### config.mk
export PLATFORM = sky130hd
export DESIGN_NAME = pitm_ctrl
export DESIGN_NICKNAME = d
export VERILOG_FILES = /design/src/rtl/pitm_pkg.sv /design/src/rtl/pitm_ctrl.sv
export SDC_FILE = /design/constraint.sdc
export NUM_CORES = 1
export LEC_CHECK = 0
export BUFFER_PORTS_ARGS = -buffer_cell sky130_fd_sc_hd__clkbuf_2
export CORE_MARGIN = 4
export CORE_UTILIZATION = 31
export DETAILED_ROUTE_END_ITERATION = 8
export PLACE_DENSITY = 0.54
export SLEW_MARGIN = 20
export SYNTH_ARGS = -nofsm -noshare
export SYNTH_HDL_FRONTEND = slang
export SYNTH_SLANG_ARGS = --single-unit
### constraint.sdc
create_clock -name clk_i -period 2.7 [get_ports clk_i]
set_clock_uncertainty 0.05 [all_clocks]
set_input_delay 0.54 -clock clk_i [delete_from_list [all_inputs] [get_ports clk_i]]
set_output_delay 0.54 -clock clk_i [all_outputs]
set_load 0.01 [all_outputs]
### src/rtl/pitm_pkg.sv
`default_nettype none
// ----------------------------------------------------------------------------
// pitm_pkg
// Shared types and constants of the point-in-tetrahedron mesh test unit.
// ----------------------------------------------------------------------------
package pitm_pkg;

  localparam int unsigned MaxTetraDefault  = 1024;
  localparam int unsigned CoordBitsDefault = 20;
  localparam int unsigned CountW           = 11;
  localparam int unsigned SlotW            = 10;
  localparam int unsigned CornerW          = 2;
  localparam int unsigned HitW             = 10;

  localparam logic FuncWrite = 1'b0;
  localparam logic FuncQuery = 1'b1;

  typedef enum logic [2:0] {
    ST_IDLE,
    ST_FETCH,
    ST_FACE,
    ST_NEXT,
    ST_DONE
  } ctrl_state_e;

  // controller to datapath
  typedef struct packed {
    logic       clr_faces;  // start a new tetrahedron
    logic       rd_en;      // read one corner
    logic [1:0] rd_corner;
    logic       face_go;    // evaluate one face
    logic [1:0] face_sel;
  } dp_cmd_t;

  // datapath to controller
  typedef struct packed {
    logic face_done;  // current face result registered
    logic tet_in;     // all four faces passed
  } dp_sts_t;

endpackage
`default_nettype wire

### src/rtl/pitm_ctrl.sv
`default_nettype none
// ----------------------------------------------------------------------------
// pitm_ctrl
// Sequencer: gives input ready while idle, walks the table for a query, one face
// at a time, and holds the result for the output channel.
// ----------------------------------------------------------------------------
module pitm_ctrl #(
  parameter int unsigned MAX_TETRA = pitm_pkg::MaxTetraDefault
) (
  input  wire logic                         clk_i,
  input  wire logic                         rst_ni,
  input  wire logic [pitm_pkg::CountW-1:0]  tetra_count_i,
  input  wire logic                         in_valid_i,
  input  wire logic                         in_func_i,
  output logic                              in_ready_o,
  output logic                              pt_ld_o,
  output logic [$clog2(MAX_TETRA*4)-1:0]    rd_addr_o,
  output pitm_pkg::dp_cmd_t                 cmd_o,
  input  wire pitm_pkg::dp_sts_t            sts_i,
  output logic                              out_valid_o,
  input  wire logic                         out_ready_i,
  output logic                              out_inside_o,
  output logic [pitm_pkg::HitW-1:0]         out_hit_o
);
  localparam int unsigned TW = (MAX_TETRA > 1) ? $clog2(MAX_TETRA) : 1;
  localparam int unsigned CW = $clog2(MAX_TETRA + 1);
  localparam int unsigned AW = $clog2(MAX_TETRA * 4);

  pitm_pkg::ctrl_state_e state_q, state_d;
  logic [CW-1:0] idx_q, idx_d, lim_q, lim_d;
  logic [2:0]    cnt_q, cnt_d;        // corner or face step
  logic          busy_q, busy_d;      // face in flight
  logic          ov_q, ov_d, in_q, in_d;
  logic [pitm_pkg::HitW-1:0] hit_q, hit_d;
  logic [CW-1:0] cnt_sat;

  always_comb begin
    if (32'(tetra_count_i) > 32'(MAX_TETRA)) cnt_sat = CW'(MAX_TETRA);
    else cnt_sat = CW'(tetra_count_i);
  end

  // next state
  always_comb begin
    state_d = state_q;
    case (state_q)
      pitm_pkg::ST_IDLE: begin
        if (in_valid_i && in_func_i == pitm_pkg::FuncQuery && !ov_q) begin
          state_d = (cnt_sat == '0) ? pitm_pkg::ST_DONE : pitm_pkg::ST_FETCH;
        end
      end
      pitm_pkg::ST_FETCH: if (cnt_q == 3'd5) state_d = pitm_pkg::ST_FACE;
      pitm_pkg::ST_FACE: begin
        if (sts_i.face_done && (!sts_i.tet_in || cnt_q == 3'd3)) state_d = pitm_pkg::ST_NEXT;
      end
      pitm_pkg::ST_NEXT: begin
        if (in_q || idx_q + CW'(1) == lim_q) state_d = pitm_pkg::ST_DONE;
        else state_d = pitm_pkg::ST_FETCH;
      end
      pitm_pkg::ST_DONE: state_d = pitm_pkg::ST_IDLE;
      default: state_d = pitm_pkg::ST_IDLE;
    endcase
  end

  // outputs and datapath registers
  always_comb begin
    idx_d = idx_q; lim_d = lim_q; cnt_d = cnt_q; busy_d = busy_q;
    ov_d = ov_q; in_d = in_q; hit_d = hit_q;
    cmd_o = '0;
    pt_ld_o = 1'b0;
    in_ready_o = (state_q == pitm_pkg::ST_IDLE) && !ov_q;
    rd_addr_o = AW'({idx_q[TW-1:0], cnt_q[1:0]});
    if (ov_q && out_ready_i) ov_d = 1'b0;
    case (state_q)
      pitm_pkg::ST_IDLE: begin
        if (in_valid_i && in_func_i == pitm_pkg::FuncQuery && !ov_q) begin
          pt_ld_o = 1'b1; idx_d = '0; lim_d = cnt_sat; cnt_d = '0;
          in_d = 1'b0; hit_d = '0;
        end
      end
      pitm_pkg::ST_FETCH: begin
        cmd_o.rd_en = (cnt_q < 3'd4);
        cmd_o.rd_corner = cnt_q[1:0];
        cnt_d = cnt_q + 3'd1;
        if (cnt_q == 3'd5) begin
          cnt_d = '0; cmd_o.clr_faces = 1'b1; busy_d = 1'b0;
        end
      end
      pitm_pkg::ST_FACE: begin
        cmd_o.face_sel = cnt_q[1:0];
        if (!busy_q) begin
          cmd_o.face_go = 1'b1; busy_d = 1'b1;
        end else if (sts_i.face_done) begin
          busy_d = 1'b0;
          cnt_d = cnt_q + 3'd1;
          if (sts_i.tet_in && cnt_q == 3'd3) begin
            in_d = 1'b1; hit_d = pitm_pkg::HitW'(idx_q);
          end
        end
      end
      pitm_pkg::ST_NEXT: begin
        idx_d = idx_q + CW'(1); cnt_d = '0;
      end
      pitm_pkg::ST_DONE: ov_d = 1'b1;
      default: ;
    endcase
  end

  always_ff @(posedge clk_i or negedge rst_ni) begin
    if (!rst_ni) begin
      state_q <= pitm_pkg::ST_IDLE;
      ov_q    <= 1'b0;
      busy_q  <= 1'b0;
      cnt_q   <= '0;
      idx_q   <= '0;
    end else begin
      state_q <= state_d;
      ov_q    <= ov_d;
      busy_q  <= busy_d;
      cnt_q   <= cnt_d;
      idx_q   <= idx_d;
    end
  end
  always_ff @(posedge clk_i) begin
    lim_q <= lim_d;
    in_q  <= in_d;
    hit_q <= hit_d;
  end

  assign out_valid_o  = ov_q;
  assign out_inside_o = in_q;
  assign out_hit_o    = hit_q;

`ifndef SYNTH
  a_no_accept_busy: assert property (@(posedge clk_i) disable iff (!rst_ni)
    (state_q != pitm_pkg::ST_IDLE) |-> !in_ready_o) else $error("ready while busy");
  a_done_sets_valid: assert property (@(posedge clk_i) disable iff (!rst_ni)
    (state_q == pitm_pkg::ST_DONE) |=> out_valid_o) else $error("result lost");
  a_hit_zero: assert property (@(posedge clk_i) disable iff (!rst_ni)
    (out_valid_o && !out_inside_o) |-> (out_hit_o == '0)) else $error("stray index");
`endif
endmodule
`default_nettype wire

Word level (Yosys, flattened, before mapping)
Cells that the tools add are included.

$add $sub $neg: 2. Magnitude comparators: 2. Equal/unequal tests: 13. Mux-type cells: 36. Reduce and logical (&&, ||, !) cells: 23.

Operators with widths (count): $mux W10 (4); $mux W3 (10); $pmux W3 S4 (2); $mux W11 (2); $pmux W11 S2 (1); $pmux W10 S2 (1); $mux W1 (13); $add A11 B1 Y11 const B (1); $eq A11 B11 Y1 (1); $gt A11 B11 Y1 const B (1); $logic_not A11 Y1 (1); $ne A2 B2 Y1 const B (5); $eq A3 B2 Y1 const B (3); $reduce_bool A2 Y1 (4); $eq A3 B3 Y1 const B (2); $logic_and A1 B1 Y1 (6); $reduce_and A2 Y1 (3); $reduce_and A5 Y1 (1); $mux W4 (1); $pmux W1 S2 (2); $reduce_and A4 Y1 (1); $reduce_bool A4 Y1 (1); $add A3 B1 Y3 const B (1); $eq A3 B1 Y1 const B (1); 6 further kinds (8).

Flip-flop bits (word level): 41. Bits of input ports: 18. Output and inout port bits: 33. Logic and storage cells: 84.

Logic depth before layout (Yosys ltp)
Gate-level depths: netlist (run 1).

Depth in word-level cells: 6. Mapped depth: 8. Gate-level depth less buffers: 8.

Worst setup path before layout (run 1)
No wires, ideal clock.

Path type: reg2reg. From: reg state_q[1]. To: reg hit_q, in the netlist out_hit_o[0] (enable). Setup time: 0.322 ns. Arrival: 1.875 ns. Required time: 2.328 ns. Slack: 0.453 ns. Stages on the path, launching flop included: 5. Path buffers: 1. Period minus slack after synthesis: 2.247 ns. Path through: dfrtp_1 clkbuf_2 nor4_1 and3_1 a31o_2.

Longest elaborated chain between the ends: 3. Elaborated cells on any way between the ends: 8. Those cells by class: eq/ne: 5; reduce/logical: 3.

Ends and longest elaborated chain: start: declaration (RTL line pitm_ctrl.sv:29) `pitm_pkg::ctrl_state_e state_q, state_d;`; start signal: assignment (RTL line pitm_ctrl.sv:110) `state_q <= pitm_pkg::ST_IDLE;`; start signal: assignment (RTL line pitm_ctrl.sv:116) `state_q <= state_d;`; $eq A3 B2 Y1 / $logic_not A3 Y1 (equally long branches) (RTL line pitm_ctrl.sv:73) `case (state_q)`; $ne A2 B2 Y1 (no line), or another cell as far along; $reduce_and A5 Y1 (no line) *; end signal: assignment (RTL line pitm_ctrl.sv:126) `hit_q <= hit_d;`; end: declaration (RTL line pitm_ctrl.sv:34) `logic [pitm_pkg::HitW-1:0] hit_q, hit_d;`.

Every way passes the cells marked *; elsewhere a longest branch is shown, timed or not. A chain may end at the register's enable or synchronous reset.

Final worst setup path (run 1)
From: reg idx_q[0]. To: reg state_q[2].

Longest elaborated chain between the ends: 5.

Ends and longest elaborated chain: start: declaration (RTL line pitm_ctrl.sv:30) `logic [CW-1:0] idx_q, idx_d, lim_q, lim_d;`; start signal: assignment (RTL line pitm_ctrl.sv:120) `idx_q <= idx_d;`; $add A11 B1 Y11 (RTL line pitm_ctrl.sv:56) `if (in_q || idx_q + CW'(1) == lim_q) state_d = pitm_pkg::ST_DONE;`; $eq A11 B11 Y1 (RTL line pitm_ctrl.sv:56); $logic_or A1 B1 Y1 (RTL line pitm_ctrl.sv:56); $mux W3 (RTL line pitm_ctrl.sv:56); $pmux W3 S4 (RTL line pitm_ctrl.sv:45) `case (state_q)`.

No other way between the ends.

==> results.yml, run 1 <==
status:
  status: "finished, final reports clean"
detailed_routing:
  drcViolationCount: 0
  wire_per_inst_um: 13.6
  post_detailed_route_via_to_cell_ratio: 4.72
  dr.pass1.iters: 4
  final_antenna_net_count: 0
  drt_wl_total_um: 5150
  initialDrtViolationCount: 118
  route.vias.total: 1784
worst_setup_path:
  reg2reg_setup_slack_ps: 350
  critical_path.slowest_cell: "dfrtp_1"
  crit_fanout: 11
  cp.buffers_inverters: 0
  longest_individual_stage_delay_on_the_worst_path_ps: 500
  crit_arrival_ps: 2530
  endpoint_kind: "flop"
  worstSetupStartpointType: "flop"
  setup.worst_path.class: "reg -> reg"
  crit_path_cell_trace: "ha_1 -> and3_4 -> nand3_4 -> o311ai_2 -> o211ai_1 -> or4_1 -> o21ai_1"
  cp_top_family: "simple AND/OR/NAND/NOR gates"
  worst_endpoint_required_time_ps: 2880
die:
  initial_utilization_pct: 32.6
  core_mm2: 0.00737
  chipHeight_um: 96.0
  top_level_i_o_count: 51
  std_cell_rows: 31
  floorplan.die_area_mm2: 0.00921
  chipWidth_um: 96.0
layout:
  area_growth_pct: 13.1
  post_layout_nets: 300
  layout.cells.most_common_list: "clkbuf_2, nor2_1, edfxtp_1"
  finalInstanceArea_mm2: 0.00271
  antennaDiodeCount: 0
  mostFrequentLayoutCell: "clkbuf_2"
  drive_above_1_share_pct: 25.4
  layout.core_utilization_pct: 36.8
clock_network:
  path_clk_slew_ps: 90
  htreeDepth: 2
  cts_setup_buffers: 0
  tritoncts: "yes"
  inserted_clock_buffers: 5
  clock_insertion_delay_worst_skew_ps: 290
  clock_sink_count: 41
  ctsResizeCount: 0
  cts.root.buffer_cell: "clkbuf_8"
  cts-root-to-sink-buffers: 2
  postCtsHoldBufs: 0
global_route:
  grt_busiest_layer: "met2"
  grt_max_degree: 22
  met1_usage_pct: 16.4
  groute.layer.met3.usage_pct: 2.35
  groute.layer.met2.usage_pct: 19.2
  grtUsageTotal_pct: 12.1
  antenna_found_initial: 0
  grt_overflow: 0
  grt_pass1_vias: 1729
  global_route_wire_length_before_repair_um: 8570
flow_run:
  max_cap_violations: 0
place:
  post_place_setup_slack_ps: 377
  postPlaceCellArea_mm2: 0.00262
  dp_hpwl_um: 3900
  buffer_ports.inserted: 50
  place_congestion: 0.850
power:
  switching_share_pct: 34.2
  power.combinational.fraction_pct: 28.7
  seqPwrFrac_pct: 47.4
  power.density_cell_area_mw_per_mm2: 655
  clock_power_share_pct: 23.9
  power.static_leakage_nw: 1.17
  p_int_mw: 1.17
  p_switching_mw: 0.607
  ir_worst_vdd_uv: 184
synth:
  synthFlopType: "edfxtp_1"
  synth-seq-area-share_pct: 47.3
  synth.cell_area_mm2: 0.00240
  synth_area_leader_cell: "edfxtp_1"
  synth-adder-area-share_pct: 2.09
  postSynth.asyncResetShare_pct: 46.3
  synth.top_cells.by_area: "edfxtp_1, dfrtp_1, buf_4, nor2_1, and2_1"
  synth_top_area_share_pct: 27.5
  synthesized_nets: 266
  synth.mux.area_fraction_pct: 2.24
  number_of_synthesized_flops_with_an_enable_pin: 22
  mean_cell_area_of_the_mapped_netlist_um2: 9.84
  largest_family_of_logic_cells_by_synthesized_area: "simple AND/OR/NAND/NOR gates"
  synth_compound_area_share_pct: 12.3
  synth.distinct_cells: 49
  ys_warn_count: 0
  post_synth_inst_count: 244
  synth_xor_area_share_pct: 4.38
  postSynthRegisterBits: 41
  synth-simple-area-share_pct: 22.5
sta:
  setup-tns-final_ps: 0
  rsz0062_at_grt: "no"
  fin_crit_sh_pct: 87.1
  timing.final.setup_violations: 0
  finalWorstPathRequiredPeriod_ps: 2350
  f_max_mhz: 425
  slew_viol_final: 0
  hold_viol: 0
  max_slew_margin_pct: 49.3
  final.setup.worst_slack_ps: 349
  worst-slew-pin-transition_ps: 759
worst_hold_path:
  min_path_type: "in -> async"
## worst register-to-register path: stages, from the launching register on
cell and delay (ps):
dfrtp_1 500, ha_1 410, and3_4 270, nand3_4 90, o311ai_2 290, o211ai_1 140
or4_1 410, o21ai_1 120
## sequential cells by signal (all words and copies together) (netlist names)
name and flops:
out_inside_o 1, out_hit_o 10, lim_q 11, idx_q 11, out_valid_o 1, busy_q 1, cnt_q 3, state_q 3
## power groups by stage
stage | sequential [mW] | combinational (mW) | clock [mW]
finish | 0.842 | 0.510 | 0.425
CTS | 0.843 | 0.519 | 0.445
floorplan | 0.837 | 0.380 | 0
detailed placement | 0.856 | 0.517 | 0
global placement | 0.853 | 0.517 | 0
global route | 0.855 | 0.583 | 0.473
## layer usage
metal | share of wire [%] | wire length, um
met5 | 0 | 0
met3 | 5.2 | 268
met1 | 48 | 2450
met4 | 1.4 | 73
met2 | 46 | 2360
## synth_stat cells, types with 2 or more instances
| cell type | count |
|---|---|
| buf_4 | 15 |
| o21ai_0 | 14 |
| nand3b_1 | 3 |
| edfxtp_1 | 22 |
| xor2_1 | 5 |
| xnor2_1 | 7 |
| o31ai_1 | 6 |
| o21a_1 | 2 |
| nor3_1 | 3 |
| nor2b_1 | 11 |
| nor4_1 | 5 |
| nand2_1 | 19 |
| a31o_2 | 2 |
| and3_1 | 2 |
| mux2i_1 | 2 |
| nor2_1 | 27 |
| buf_6 | 3 |
| nand4_1 | 2 |
| o41ai_1 | 3 |
| clkbuf_1 | 5 |
| ha_1 | 4 |
| o211ai_1 | 2 |
| a21oi_1 | 6 |
| inv_1 | 11 |
| mux2_2 | 3 |
| dfrtp_1 | 19 |
| nand3_1 | 5 |
| and2_1 | 14 |
| nor3b_1 | 2 |
## through the flow
step	instances	power (mW)	hold WS, ps
floorplan	244	1.22	194
global placement	370	1.37	453
detailed placement	370	1.37	466
CTS	378	1.81	169
global route	378	1.91	180
finish	378	1.78	160
## logic make-up after synthesis
kind of cell,after synthesis
AOI/OAI and AO/OA,44
xor gates and xnor gates,12
adders and majority gates,4
buffers and inverters,37
DFF,41
muxes,5
and+or+nand+nor,101
## final timing paths
path	from	endpoint	cells past startpoint
worst max-delay path	idx_q[0]	state_q[2]	7
worst min-delay path	rst_ni	state_q[2]	1
worst max register to register	idx_q[0]	state_q[2]	7
worst min register to register	idx_q[10]	idx_q[10]	1
max in group asynchronous	rst_ni	state_q[0]	1
min in group clk_i	out_ready_i	out_valid_o	2
## layout make-up
class | count | area (um2)
Clock buffer | 6 | 82.6
Fill cell | 763 | 4660
Tap cell | 99 | 124
Multi-Input combinational cell | 166 | 1040
Sequential cell | 41 | 1140
Clock inverter | 2 | 13.8
Inverter | 11 | 41.3
Timing Repair Buffer | 53 | 273
Power figures use the tool's default switching activity.
==> run 2, diff against run 1 <==
CTS_BUF_LIST = sky130_fd_sc_hd__clkbuf_4   (was not set)
RECOVER_POWER = 25   (was not set)
==> results.yml, run 2 (synthesis gave the netlist of run 1 again) <==
worst_setup_path:
  endpoint_kind: "flop"
  cp_top_family: "simple AND/OR/NAND/NOR gates"
  critical_path.slowest_cell: "dfrtp_1"
  crit_fanout: 11
  crit_path_cell_trace: "ha_1 -> and3_4 -> nand3_4 -> o311ai_2 -> o211ai_1 -> or4_1 -> o21ai_1"
  worstSetupStartpointType: "flop"
  longest_individual_stage_delay_on_the_worst_path_ps: 510
  crit_arrival_ps: 2600
  worst_endpoint_required_time_ps: 2950
  cp.buffers_inverters: 0
  setup.worst_path.class: "reg -> reg"
layout:
  antennaDiodeCount: 0
  drive_above_1_share_pct: 24.4
  post_layout_nets: 300
  layout.core_utilization_pct: 36.2
  final-seq-area_mm2: 0.00114
  mostFrequentLayoutCell: "clkbuf_2"
  area_growth_pct: 11.3
  multi_input_area_mm2: 0.00104
  fill_cells: 770
  layout.cells.most_common_list: "clkbuf_2, nor2_1, edfxtp_1"
sta:
  finalWorstPathRequiredPeriod_ps: 2350
  f_max_mhz: 425
  timing.final.setup_violations: 0
  fin_worst_hold_slack_ps: 322
  slew_viol_final: 0
  worst-slew-pin-transition_ps: 1160
  rsz0062_at_grt: "no"
  max_slew_margin_pct: 22.7
  final.setup.worst_slack_ps: 349
  setup-tns-final_ps: 0
  fin_crit_sh_pct: 87.1
  hold_viol: 0
clock_network:
  clock_sink_count: 41
  htreeDepth: 2
  clock_insertion_delay_worst_skew_ps: 360
  cts-root-to-sink-buffers: 2
  cts.root.buffer_cell: "clkbuf_4"
  cts_setup_buffers: 0
  path_clk_slew_ps: 140
  postCtsHoldBufs: 0
  tritoncts: "yes"
  ctsResizeCount: 0
  inserted_clock_buffers: 5
power:
  power.density_cell_area_mw_per_mm2: 621
  power.combinational.fraction_pct: 30.7
  ir_worst_vdd_uv: 161
  seqPwrFrac_pct: 50.8
  design_power_total_mw: 1.66
  switching_share_pct: 36.0
  power.static_leakage_nw: 1.15
  p_int_mw: 1.06
  p_switching_mw: 0.597
  clock_power_share_pct: 18.5
place:
  post_place_setup_slack_ps: 377
  dp_hpwl_um: 3900
  place_congestion: 0.850
  buffer_ports.inserted: 50
global_route:
  antenna_found_initial: 0
  grt_max_degree: 22
  grtUsageTotal_pct: 12.2
  grt_pass1_vias: 1725
  grt_overflow: 0
  global_route_wire_length_before_repair_um: 8640
detailed_routing:
  dr.pass1.iters: 4
  drt_wl_total_um: 5190
  wire_per_inst_um: 13.7
  route.vias.total: 1799
  final_antenna_net_count: 0
  post_detailed_route_via_to_cell_ratio: 4.76
  initialDrtViolationCount: 110
  drcViolationCount: 0
die:
  chipHeight_um: 96.0
  std_cell_rows: 31
  initial_utilization_pct: 32.6
  core_mm2: 0.00737
  chipWidth_um: 96.0
  floorplan.die_area_mm2: 0.00921
  top_level_i_o_count: 51
worst_hold_path:
  min_path_type: "in -> async"
flow_run:
  max_cap_violations: 0
status:
  status: "finished, final reports clean"
[run 2: layout make-up]
type                            instances  area share (%)
Sequential cell                        41            42.5
Multi-Input combinational cell        166            39.1
Timing Repair Buffer                   53            10.1
Tap cell                               99            4.64
Inverter                               11            1.55
Clock buffer                            5            1.41
Clock inverter                          3           0.656
[run 2: worst register-to-register path, delay by kind of cell, from the launching register on]
| family | cells | cell delay (ps) |
|---|---|---|
| AND/OR/NAND/NOR | 3 | 770 |
| AO/OA/AOI/OAI | 3 | 550 |
| adder cells (fa/ha/maj) | 1 | 400 |
| flip-flops | 1 | 510 |
[run 2: path summary, 6_finish.rpt]
check	start	end	slack, ps	cells after the start
max	idx_q[0]	state_q[2]	350	7
min	rst_ni	state_q[2]	320	1
max reg2reg	idx_q[0]	state_q[2]	350	7
min reg2reg	idx_q[10]	idx_q[10]	470	1
max in group asynchronous	rst_ni	idx_q[6]	1580	1
min in group clk_i	out_ready_i	out_valid_o	330	2
[run 2: metrics by stage]
| step | cell area [um2] | cells |
|---|---|---|
| floorplan | 2400 | 244 |
| global placement | 2620 | 370 |
| detailed placement | 2620 | 370 |
| CTS | 2670 | 378 |
| global route | 2670 | 378 |
| finish | 2670 | 378 |
[run 2: power by group through the flow]
stage / combinational, mW / sequential [mW] / clock, mW
global placement: 0.517 / 0.853 / 0
finish: 0.509 / 0.842 / 0.307
floorplan: 0.380 / 0.837 / 0
CTS: 0.519 / 0.842 / 0.329
detailed placement: 0.517 / 0.856 / 0
global route: 0.582 / 0.854 / 0.355
[run 2: layer usage]
layer  wire length, um  vias up  part of all wire, %  GRT usage, %
li1                  -      909                    -             -
met1              2460      844                   47          16.4
met2              2370       40                   46          19.4
met3               282        6                  5.4          2.81
met4                72        0                  1.4          3.91
met5                 0        -                    0             0
